$ cat config.mk
export PLATFORM = sky130hd
export DESIGN_NAME = dle_stuffed_frame_crc16_encoder_top
export DESIGN_NICKNAME = d
export VERILOG_FILES = /design/src/rtl/core/dsfc_pkg.sv /design/src/rtl/core/dsfc_front.sv /design/src/rtl/core/dsfc_queue.sv /design/src/rtl/core/dsfc_back.sv /design/src/rtl/core/dle_stuffed_frame_crc16_encoder_top.sv
export SDC_FILE = /design/constraint.sdc
export NUM_CORES = 1
export LEC_CHECK = 0
export ABC_CLOCK_PERIOD_IN_PS = 11000
export BUFFER_PORTS_ARGS = -buffer_cell sky130_fd_sc_hd__buf_2
export CORE_ASPECT_RATIO = 1.5
export CORE_MARGIN = 10
export CORE_UTILIZATION = 36
export CTS_CLUSTER_SIZE = 12
export DETAILED_ROUTE_END_ITERATION = 16
export PLACE_DENSITY = 0.61
export REMOVE_ABC_BUFFERS = 1
export SLEW_MARGIN = 20
export SYNTH_ARGS = -nofsm -noshare
export SYNTH_HDL_FRONTEND = slang
export SYNTH_HIERARCHICAL = 1
export SYNTH_SLANG_ARGS = --single-unit
$ cat constraint.sdc
create_clock -name clk_i -period 11 [get_ports clk_i]
set_input_delay 1.1 -clock clk_i [delete_from_list [all_inputs] [get_ports clk_i]]
set_output_delay 1.1 -clock clk_i [all_outputs]
set_load 0.03 [all_outputs]
$ cat src/rtl/core/dsfc_pkg.sv
// Shared types, constants and CRC helpers for the stuffed frame encoder.
package dsfc_pkg;

  // Framing and CRC constants.
  localparam logic [7:0]  EscByte   = 8'h90;
  localparam logic [7:0]  StartByte = 8'h02;
  localparam logic [15:0] CrcPoly   = 16'h1021;

  // Depth of the command queue between front and back.
  localparam int unsigned QDepth = 4;
  localparam int unsigned QPtrW  = $clog2(QDepth);
  localparam int unsigned QCntW  = $clog2(QDepth + 1);

  // What kind of work a queued command asks for.
  typedef enum logic [1:0] {
    KIND_HDR,
    KIND_DATA,
    KIND_ERR
  } dsfc_kind_e;

  // Output sequencer steps of the back part.
  typedef enum logic [3:0] {
    ST_IDLE,
    ST_ESC,
    ST_STX,
    ST_B0,
    ST_B0DUP,
    ST_B1,
    ST_B1DUP,
    ST_CRCLO,
    ST_CRCHI,
    ST_ERR
  } dsfc_step_e;

  // One classified item as passed from front to back.
  typedef struct packed {
    dsfc_kind_e  kind;
    logic [7:0]  b0;     // opcode or data byte
    logic [7:0]  b1;     // word count byte on headers
    logic        close;  // the frame closes with this item
    logic [15:0] crc;    // running CRC before the closing zero word
  } dsfc_cmd_t;

  // Feeds one byte, MSB first, into the CRC.
  function automatic logic [15:0] dsfc_crc_byte(input logic [15:0] crc, input logic [7:0] b);
    logic [15:0] c;
    logic        carry;
    c = crc;
    for (int i = 7; i >= 0; i--) begin
      carry = c[15];
      c = {c[14:0], b[i]};
      if (carry) c = c ^ CrcPoly;
    end
    return c;
  endfunction

  // Feeds one 16-bit word, MSB first, into the CRC.
  function automatic logic [15:0] dsfc_crc_word(input logic [15:0] crc, input logic [15:0] w);
    return dsfc_crc_byte(dsfc_crc_byte(crc, w[15:8]), w[7:0]);
  endfunction

endpackage

$ cat src/rtl/core/dsfc_front.sv
// Front part: accepts items, tracks the open frame and the running CRC.
module dsfc_front import dsfc_pkg::*; #(
  parameter int MAX_WORDS = 127
) (
  input  logic       clk_i,
  input  logic       rst_ni,
  input  logic       accept_i,
  input  logic       req_type_i,
  input  logic [7:0] opcode_i,
  input  logic [6:0] word_count_i,
  input  logic [7:0] data_byte_i,
  output dsfc_cmd_t  cmd_o
);

  localparam logic [6:0] MaxCnt = 7'(MAX_WORDS);

  logic        frame_open_q, frame_open_d;
  logic        phase_q, phase_d;
  logic [7:0]  bytes_left_q, bytes_left_d;
  logic [7:0]  low_q, low_d;
  logic [15:0] crc_q, crc_d;

  logic [6:0]  cnt_sat;
  logic [15:0] crc_hdr;
  logic [15:0] crc_data;
  logic        data_err;
  logic        data_close;

  // Header classification: saturate the count and seed the CRC.
  assign cnt_sat    = (word_count_i > MaxCnt) ? MaxCnt : word_count_i;
  assign crc_hdr    = dsfc_crc_word(16'h0000, {1'b0, cnt_sat, opcode_i});
  assign data_err   = !frame_open_q || (bytes_left_q == 8'd0);
  assign data_close = (bytes_left_q == 8'd1);
  assign crc_data   = phase_q ? dsfc_crc_word(crc_q, {data_byte_i, low_q}) : crc_q;

  // Build the command and the next frame state.
  always_comb begin
    frame_open_d = frame_open_q;
    phase_d      = phase_q;
    bytes_left_d = bytes_left_q;
    low_d        = low_q;
    crc_d        = crc_q;
    cmd_o        = '{kind: KIND_ERR, b0: 8'h00, b1: 8'h00, close: 1'b0, crc: crc_q};
    if (!req_type_i) begin
      cmd_o        = '{kind: KIND_HDR, b0: opcode_i, b1: {1'b0, cnt_sat},
                       close: (cnt_sat == 7'd0), crc: crc_hdr};
      crc_d        = crc_hdr;
      low_d        = 8'h00;
      phase_d      = 1'b0;
      bytes_left_d = (cnt_sat == 7'd0) ? 8'd0 : {cnt_sat, 1'b0};
      frame_open_d = (cnt_sat != 7'd0);
    end else if (!data_err) begin
      cmd_o   = '{kind: KIND_DATA, b0: data_byte_i, b1: 8'h00,
                  close: data_close, crc: crc_data};
      crc_d   = crc_data;
      phase_d = !phase_q;
      if (!phase_q) low_d = data_byte_i;
      bytes_left_d = bytes_left_q - 8'd1;
      if (data_close) begin
        frame_open_d = 1'b0;
        phase_d      = 1'b0;
      end
    end
  end

  // Frame control state.
  always_ff @(posedge clk_i or negedge rst_ni) begin
    if (!rst_ni) begin
      frame_open_q <= 1'b0;
      phase_q      <= 1'b0;
      bytes_left_q <= 8'd0;
    end else if (accept_i) begin
      frame_open_q <= frame_open_d;
      phase_q      <= phase_d;
      bytes_left_q <= bytes_left_d;
    end
  end

  // CRC and held low byte.
  always_ff @(posedge clk_i or negedge rst_ni) begin
    if (!rst_ni) begin
      crc_q <= 16'h0000;
      low_q <= 8'h00;
    end else if (accept_i) begin
      crc_q <= crc_d;
      low_q <= low_d;
    end
  end

endmodule

$ cat src/rtl/core/dsfc_queue.sv
// Short command queue between the front and back parts.
module dsfc_queue import dsfc_pkg::*; (
  input  logic      clk_i,
  input  logic      rst_ni,
  input  logic      push_i,
  input  dsfc_cmd_t push_cmd_i,
  output logic      full_o,
  input  logic      pop_i,
  output dsfc_cmd_t pop_cmd_o,
  output logic      empty_o
);

  dsfc_cmd_t              slots_q [QDepth];
  logic [QPtrW-1:0]       wr_ptr_q, rd_ptr_q;
  logic [QCntW-1:0]       cnt_q;
  logic                   do_push, do_pop;

  assign full_o    = (cnt_q == QCntW'(QDepth));
  assign empty_o   = (cnt_q == '0);
  assign do_push   = push_i && !full_o;
  assign do_pop    = pop_i && !empty_o;
  assign pop_cmd_o = slots_q[rd_ptr_q];

  // Slot storage.
  always_ff @(posedge clk_i) begin
    if (do_push) slots_q[wr_ptr_q] <= push_cmd_i;
  end

  // Pointers and fill count.
  always_ff @(posedge clk_i or negedge rst_ni) begin
    if (!rst_ni) begin
      wr_ptr_q <= '0;
      rd_ptr_q <= '0;
      cnt_q    <= '0;
    end else begin
      if (do_push) wr_ptr_q <= (wr_ptr_q == QPtrW'(QDepth - 1)) ? '0 : wr_ptr_q + 1'b1;
      if (do_pop)  rd_ptr_q <= (rd_ptr_q == QPtrW'(QDepth - 1)) ? '0 : rd_ptr_q + 1'b1;
      case ({do_push, do_pop})
        2'b10:   cnt_q <= cnt_q + 1'b1;
        2'b01:   cnt_q <= cnt_q - 1'b1;
        default: cnt_q <= cnt_q;
      endcase
    end
  end

endmodule

$ cat src/rtl/core/dsfc_back.sv
// Back part: expands queued commands into stuffed output words.
module dsfc_back import dsfc_pkg::*; (
  input  logic       clk_i,
  input  logic       rst_ni,
  input  dsfc_cmd_t  q_cmd_i,
  input  logic       q_empty_i,
  output logic       q_pop_o,
  input  logic       pop_i,
  output logic       empty_o,
  output logic [7:0] out_byte_o,
  output logic       frame_end_o,
  output logic       last_o,
  output logic       error_o
);

  dsfc_step_e step_q, step_d;
  dsfc_step_e step_nxt;
  dsfc_step_e step_init;
  dsfc_cmd_t  cur_q;
  dsfc_cmd_t  cmd_fold;
  logic       out_valid_q;
  logic [7:0] out_byte_q;
  logic       frame_end_q, last_q, error_q;
  logic       emit, done, take;
  logic [7:0] byte_now;
  logic       end_now, err_now;

  // The output register frees up when it is empty or being taken.
  assign emit    = (step_q != ST_IDLE) && (!out_valid_q || pop_i);
  assign take    = (step_q == ST_IDLE) || (emit && done);
  assign q_pop_o = take && !q_empty_i;

  // First step of a fresh command.
  always_comb begin
    case (q_cmd_i.kind)
      KIND_HDR:  step_init = ST_ESC;
      KIND_DATA: step_init = ST_B0;
      default:   step_init = ST_ERR;
    endcase
  end

  // Step sequencing and the word shown at the current step.
  always_comb begin
    step_nxt = ST_IDLE;
    done     = 1'b0;
    byte_now = 8'h00;
    end_now  = 1'b0;
    err_now  = 1'b0;
    case (step_q)
      ST_ESC: begin
        byte_now = EscByte;
        step_nxt = ST_STX;
      end
      ST_STX: begin
        byte_now = StartByte;
        step_nxt = ST_B0;
      end
      ST_B0, ST_B0DUP: begin
        byte_now = cur_q.b0;
        if (step_q == ST_B0 && cur_q.b0 == EscByte) step_nxt = ST_B0DUP;
        else if (cur_q.kind == KIND_HDR)           step_nxt = ST_B1;
        else if (cur_q.close)                      step_nxt = ST_CRCLO;
        else                                       done     = 1'b1;
      end
      ST_B1, ST_B1DUP: begin
        byte_now = cur_q.b1;
        if (step_q == ST_B1 && cur_q.b1 == EscByte) step_nxt = ST_B1DUP;
        else if (cur_q.close)                      step_nxt = ST_CRCLO;
        else                                       done     = 1'b1;
      end
      ST_CRCLO: begin
        byte_now = cur_q.crc[7:0];
        step_nxt = ST_CRCHI;
      end
      ST_CRCHI: begin
        byte_now = cur_q.crc[15:8];
        end_now  = 1'b1;
        done     = 1'b1;
      end
      ST_ERR: begin
        err_now = 1'b1;
        done    = 1'b1;
      end
      default: begin
        done = 1'b0;
      end
    endcase
  end

  // Next step: load a new command or move on when a word goes out.
  always_comb begin
    step_d = step_q;
    if (take)      step_d = q_empty_i ? ST_IDLE : step_init;
    else if (emit) step_d = step_nxt;
  end

  always_ff @(posedge clk_i or negedge rst_ni) begin
    if (!rst_ni) step_q <= ST_IDLE;
    else         step_q <= step_d;
  end

  // The closing zero word is folded into the CRC of the incoming command.
  always_comb begin
    cmd_fold     = q_cmd_i;
    cmd_fold.crc = dsfc_crc_word(q_cmd_i.crc, 16'h0000);
  end

  // Current command.
  always_ff @(posedge clk_i) begin
    if (q_pop_o) cur_q <= cmd_fold;
  end

  // Output register.
  always_ff @(posedge clk_i or negedge rst_ni) begin
    if (!rst_ni)            out_valid_q <= 1'b0;
    else if (emit)          out_valid_q <= 1'b1;
    else if (pop_i)         out_valid_q <= 1'b0;
  end

  always_ff @(posedge clk_i) begin
    if (emit) begin
      out_byte_q  <= byte_now;
      frame_end_q <= end_now;
      last_q      <= done;
      error_q     <= err_now;
    end
  end

  assign empty_o     = !out_valid_q;
  assign out_byte_o  = out_byte_q;
  assign frame_end_o = frame_end_q;
  assign last_o      = last_q;
  assign error_o     = error_q;

endmodule

$ cat src/rtl/core/dle_stuffed_frame_crc16_encoder_top.sv
// Top level of the DLE/STX frame encoder with CRC-16.
//
// Items enter through a queue-like port: an item is taken on a clock edge with
// push high and full low. A header item (req_type_i = 0) emits 0x90 0x02,
// the opcode and the word count, each doubled if it equals 0x90; a data item
// emits its byte, doubled if 0x90. After 2*count data bytes the CRC-16 follows,
// low byte first, with frame_end_o set on its high byte. A data byte with no
// open frame gives one word with error_o set.
// Results leave through a second queue-like port: the oldest word is shown
// while empty is low and is taken on an edge with pop high.
// An accepted item passes the command queue, the back part's step register and
// the output register. The back part sends one word per cycle while the
// receiver pops; an item makes one to seven words. A short command queue lets
// the front accept a new item every cycle until it fills. When the receiver
// stalls, the output word holds and the queue fills, after which full rises.
// Reset clears the frame state, the queue pointers and the output valid flag; no frame is
// open afterwards.
module dle_stuffed_frame_crc16_encoder_top import dsfc_pkg::*; #(
  parameter int MAX_WORDS = 127
) (
  input  logic       clk_i,
  input  logic       rst_ni,
  input  logic       push,
  output logic       full,
  input  logic       req_type_i,
  input  logic [7:0] opcode_i,
  input  logic [6:0] word_count_i,
  input  logic [7:0] data_byte_i,
  output logic       empty,
  input  logic       pop,
  output logic [7:0] out_byte_o,
  output logic       frame_end_o,
  output logic       last_o,
  output logic       error_o
);

  dsfc_cmd_t front_cmd;
  dsfc_cmd_t q_cmd;
  logic      q_empty;
  logic      q_pop;
  logic      accept;

  assign accept = push && !full;

  // Front: classification and frame state.
  dsfc_front #(
    .MAX_WORDS (MAX_WORDS)
  ) u_front (
    .clk_i        (clk_i),
    .rst_ni       (rst_ni),
    .accept_i     (accept),
    .req_type_i   (req_type_i),
    .opcode_i     (opcode_i),
    .word_count_i (word_count_i),
    .data_byte_i  (data_byte_i),
    .cmd_o        (front_cmd)
  );

  // Command queue.
  dsfc_queue u_queue (
    .clk_i      (clk_i),
    .rst_ni     (rst_ni),
    .push_i     (push),
    .push_cmd_i (front_cmd),
    .full_o     (full),
    .pop_i      (q_pop),
    .pop_cmd_o  (q_cmd),
    .empty_o    (q_empty)
  );

  // Back: word expansion and output register.
  dsfc_back u_back (
    .clk_i       (clk_i),
    .rst_ni      (rst_ni),
    .q_cmd_i     (q_cmd),
    .q_empty_i   (q_empty),
    .q_pop_o     (q_pop),
    .pop_i       (pop),
    .empty_o     (empty),
    .out_byte_o  (out_byte_o),
    .frame_end_o (frame_end_o),
    .last_o      (last_o),
    .error_o     (error_o)
  );

`ifndef SYNTHESIS
  // The closing CRC byte always ends the item that caused it.
  a_end_is_last: assert property (@(posedge clk_i) disable iff (!rst_ni)
    (!empty && frame_end_o) |-> last_o)
    else $error("frame end without last");

  // An error word stands alone and carries a zero byte.
  a_err_alone: assert property (@(posedge clk_i) disable iff (!rst_ni)
    (!empty && error_o) |-> (last_o && !frame_end_o && out_byte_o == 8'h00))
    else $error("malformed error word");

  // The back part only draws from a queue that holds a command.
  a_pop_nonempty: assert property (@(posedge clk_i) disable iff (!rst_ni)
    q_pop |-> !q_empty)
    else $error("command queue drawn while empty");
`endif

endmodule

==> flow_summary.json <==
{
  "final.setup.tns_ps": 0,
  "cp.required_ps": 11440,
  "tightest_slew_ps": 996.2,
  "post_cts_resized": 0,
  "htreeDepth": 1,
  "min_to": "u_front/phase_q$_DFFE_PN0P_",
  "pin_count": 41,
  "rr_startpoint": "u_back/step_q[0]$_DFFE_PN0P_",
  "grt_pass1_wl_um": 37730,
  "status": "finished clean",
  "area_growth_pct": 10.83,
  "finalClockSkew_ps": 17.31,
  "yosysUniqueCellTypes": 83,
  "dpl.hpwl_um": 16140,
  "drt-initial-drc-count": 294,
  "yosys.area.top_type": "edfxtp_1",
  "post_cts.repair.setup_buffers": 0,
  "synth_edf_count": 186,
  "cp_max_fo": 36,
  "hold_depth": 2,
  "drive_above_1_share": 0.1714,
  "synthFlopType": "edfxtp_1",
  "syn_area_per_cell_sq_um": 14.64,
  "cts-buffers-inserted": 24,
  "grt_pass1_vias": 6674,
  "initial_core_util": 0.3632,
  "wl_per_cell_um": 19.57,
  "core_area_sq_um": 30840,
  "rsz0062_at_grt": "no",
  "hold_ws_ps": 493.0,
  "worstPathArrival_ps": 4230,
  "max_freq_mhz": 263.3,
  "place_congestion": 0.8457,
  "crit_type": "register to register",
  "async_flop_share": 0.1983,
  "power.leakage_nw": 4.436,
  "post-route-period-util": 0.3452,
  "reg2reg_to": "u_queue/cnt_q[2]$_DFFE_PN0P_",
  "min-delay-start": "u_front/phase_q$_DFFE_PN0P_",
  "reg2regPathDepth": 14,
  "avgViaCountPerCell": 5.256,
  "pwr_density_cell_nw_per_um2": 352.7,
  "drt_first_pass_iters": 4,
  "synthCells": 765,
  "synth_warnings": 6,
  "critPathLaunchType": "register",
  "drtAntennaViolNets": 0,
  "die_w_um": 164.0,
  "min_path_type": "register to register",
  "synth_area_leaders": "edfxtp_1, dfrtp_1, mux4_2",
  "grt_max_degree": 53,
  "finalHoldViolations": 0,
  "nNetsFinal": 831,
  "num_rows": 79,
  "final_cell_area_sq_um": 12410,
  "dpl-instance-area_sq_um": 11690,
  "timing.final.crit_period_ps": 3798,
  "postCtsHoldBufs": 0,
  "drc": 0,
  "reg2reg_slack_ps": 7200,
  "ys_seq_area_frac": 0.6015,
  "path_clk_slew_ps": 60,
  "final-setup-viol-count": 0,
  "antenna_found_initial": 0,
  "synth.top_cell.area_share": 0.4987,
  "n_antenna_cell": 0,
  "final-max-slew-violation-count": 0,
  "route.vias.total": 6360,
  "syn_area_sq_um": 11200,
  "clk-insertion-delay-late_ps": 510,
  "io_buffers": 40,
  "peakVddDrop_mv": 0.1882,
  "maxSlewHeadroom": 0.3359,
  "cts_sinks": 232,
  "clock-root-buffer": "clkbuf_16",
  "grt-ovfl-total": 0,
  "cap_violations": 0,
  "dieArea_sq_um": 38710,
  "drt-total-wl_um": 23680,
  "end_kind": "register",
  "cts_max_path_buffers": 3,
  "cts_tree": "built",
  "synth_seq_cells": 232,
  "fp.dieH_um": 236.0,
  "grt_use_total": 0.1219
}
==> power by group <==
| part | internal [mW] | switching, mW |
|---|---|---|
| logic | 0.922 | 1.05 |
| clock network | 0.448 | 0.310 |
| registers | 1.42 | 0.224 |
| total | 2.79 | 1.59 |
==> worst max-delay path by stage <==
stage	slack, ps	start	cells after the start	end
2_1_floorplan	7230	u_back/step_q[0]$_DFFE_PN0P_	13	u_queue/cnt_q[2]$_DFFE_PN0P_
3_5_place_dp	7180	u_back/step_q[0]$_DFFE_PN0P_	14	u_queue/cnt_q[2]$_DFFE_PN0P_
5_1_grt	6810	u_back/step_q[0]$_DFFE_PN0P_	14	u_queue/cnt_q[2]$_DFFE_PN0P_
3_3_place_gp	7340	u_back/step_q[0]$_DFFE_PN0P_	14	u_queue/cnt_q[2]$_DFFE_PN0P_
6_report	7200	u_back/step_q[0]$_DFFE_PN0P_	14	u_queue/cnt_q[2]$_DFFE_PN0P_
4_1_cts	7200	u_back/step_q[0]$_DFFE_PN0P_	14	u_queue/cnt_q[2]$_DFFE_PN0P_
==> routing by layer <==
layer / global-route usage / vias up / wire (um)
li1: - / 2985 / -
met1: 0.1436 / 3174 / 9438
met2: 0.2134 / 155 / 12280
met3: 0.01796 / 46 / 1084
met4: 0.05430 / 0 / 881
met5: 0 / - / 0
==> per-stage QoR <==
| stage | utilization | cells | worst slack [ps] | power, mW |
|---|---|---|---|---|
| after CTS | 0.4025 | 1210 | 7204 | 4.431 |
| after global routing | 0.4025 | 1210 | 6811 | 4.656 |
| after global placement | 0.3790 | 1172 | 7335 | 3.634 |
| final | 0.4025 | 1210 | 7202 | 4.378 |
| after floorplan | - | 719 | 7232 | 3.169 |
| after detailed placement | 0.3790 | 1172 | 7183 | 3.658 |
==> final cells by class <==
cell class / instances / area [sq um]
Inverter: 16 / 60.06
Sequential cell: 232 / 6738
Timing Repair Buffer: 48 / 260.3
Clock inverter: 5 / 47.55
Clock buffer: 33 / 676.9
Multi-Input combinational cell: 471 / 4123
Fill cell: 2882 / 18430
Tap cell: 405 / 506.7
==> critical path, cell delays in order (launching register included) <==
cell and delay (ps):
dfrtp_1 940, nor2b_1 300, nand2_1 100, o31ai_1 460, o31ai_2 190, inv_1 80
buf_4 380, nand2b_1 180, inv_1 80, ha_1 170, inv_1 60, fa_1 370
xor2_1 150, nor2_1 100, xor2_1 150
==> kinds of logic (layout without fill, tap and decap cells) <==
| kind of cell | Yosys count | after routing | share of synthesized area |
|---|---|---|---|
| fa+ha+maj | 10 | 10 | 0.01184 |
| compound gates | 154 | 154 | 0.09798 |
| simple gates | 161 | 161 | 0.07664 |
| xor+xnor | 89 | 89 | 0.08882 |
| flops | 232 | 232 | 0.6015 |
| buf+inv | 62 | 102 | 0.03083 |
| mux | 56 | 56 | 0.09206 |
| other cells | 1 | 1 | 0.0003348 |
==> cells in the mapped netlist (4+ instances only) <==
cell type / count
buf_6: 5
clkbuf_1: 20
o21ai_0: 21
nor3_1: 12
a32oi_1: 4
nand3_1: 10
mux2_2: 5
mux2i_1: 16
or3_1: 4
xnor2_1: 52
dfrtp_1: 46
nand2b_1: 11
a22o_1: 9
o2bb2ai_1: 8
o22ai_1: 16
ha_1: 9
inv_1: 15
nor2_1: 40
buf_2: 14
mux4_2: 28
a21oi_1: 33
a221oi_1: 4
o211ai_1: 4
a21o_1: 11
and2_1: 7
edfxtp_1: 186
a22oi_1: 19
mux4_1: 7
xor2_1: 20
nand2_1: 38
nor2b_1: 10
xnor3_1: 9
==> flip-flops by register name, indices dropped and copies added, names as in the netlist <==
name and count:
u_front/bytes_left_q 8, u_queue/cnt_q 3, u_queue/rd_ptr_q 2, u_back/out_byte_o 8
u_back/step_q 4, u_front/low_q 8, u_front/phase_q 1, u_queue/slots_q 140
u_back/out_valid_q 1, u_back/last_o 1, u_queue/wr_ptr_q 2, u_front/frame_open_q 1
u_front/crc_q 16, u_back/error_o 1, u_back/cur_q 35, u_back/frame_end_o 1
==> cell usage in the layout (no fill, tap or decap), types with 4 or more instances in the layout <==
master / instances
edfxtp_1: 186
xnor2_1: 52
dfrtp_1: 45
buf_2: 40
nor2_1: 40
nand2_1: 38
a21oi_1: 33
mux4_2: 28
clkbuf_16: 26
o21ai_0: 21
xor2_1: 20
a22oi_1: 19
mux2i_1: 16
o22ai_1: 16
inv_1: 15
nor3_1: 12
nand2b_1: 11
a21o_1: 11
nor2b_1: 10
nand3_1: 10
a22o_1: 9
xnor3_1: 9
ha_1: 9
buf_4: 8
o2bb2ai_1: 8
clkbuf_1: 7
mux4_1: 7
mux2_2: 5
a32oi_1: 4
or3_1: 4
a221oi_1: 4
o211ai_1: 4
and2_2: 4
No activity file was read; power rests on OpenSTA's default activity.
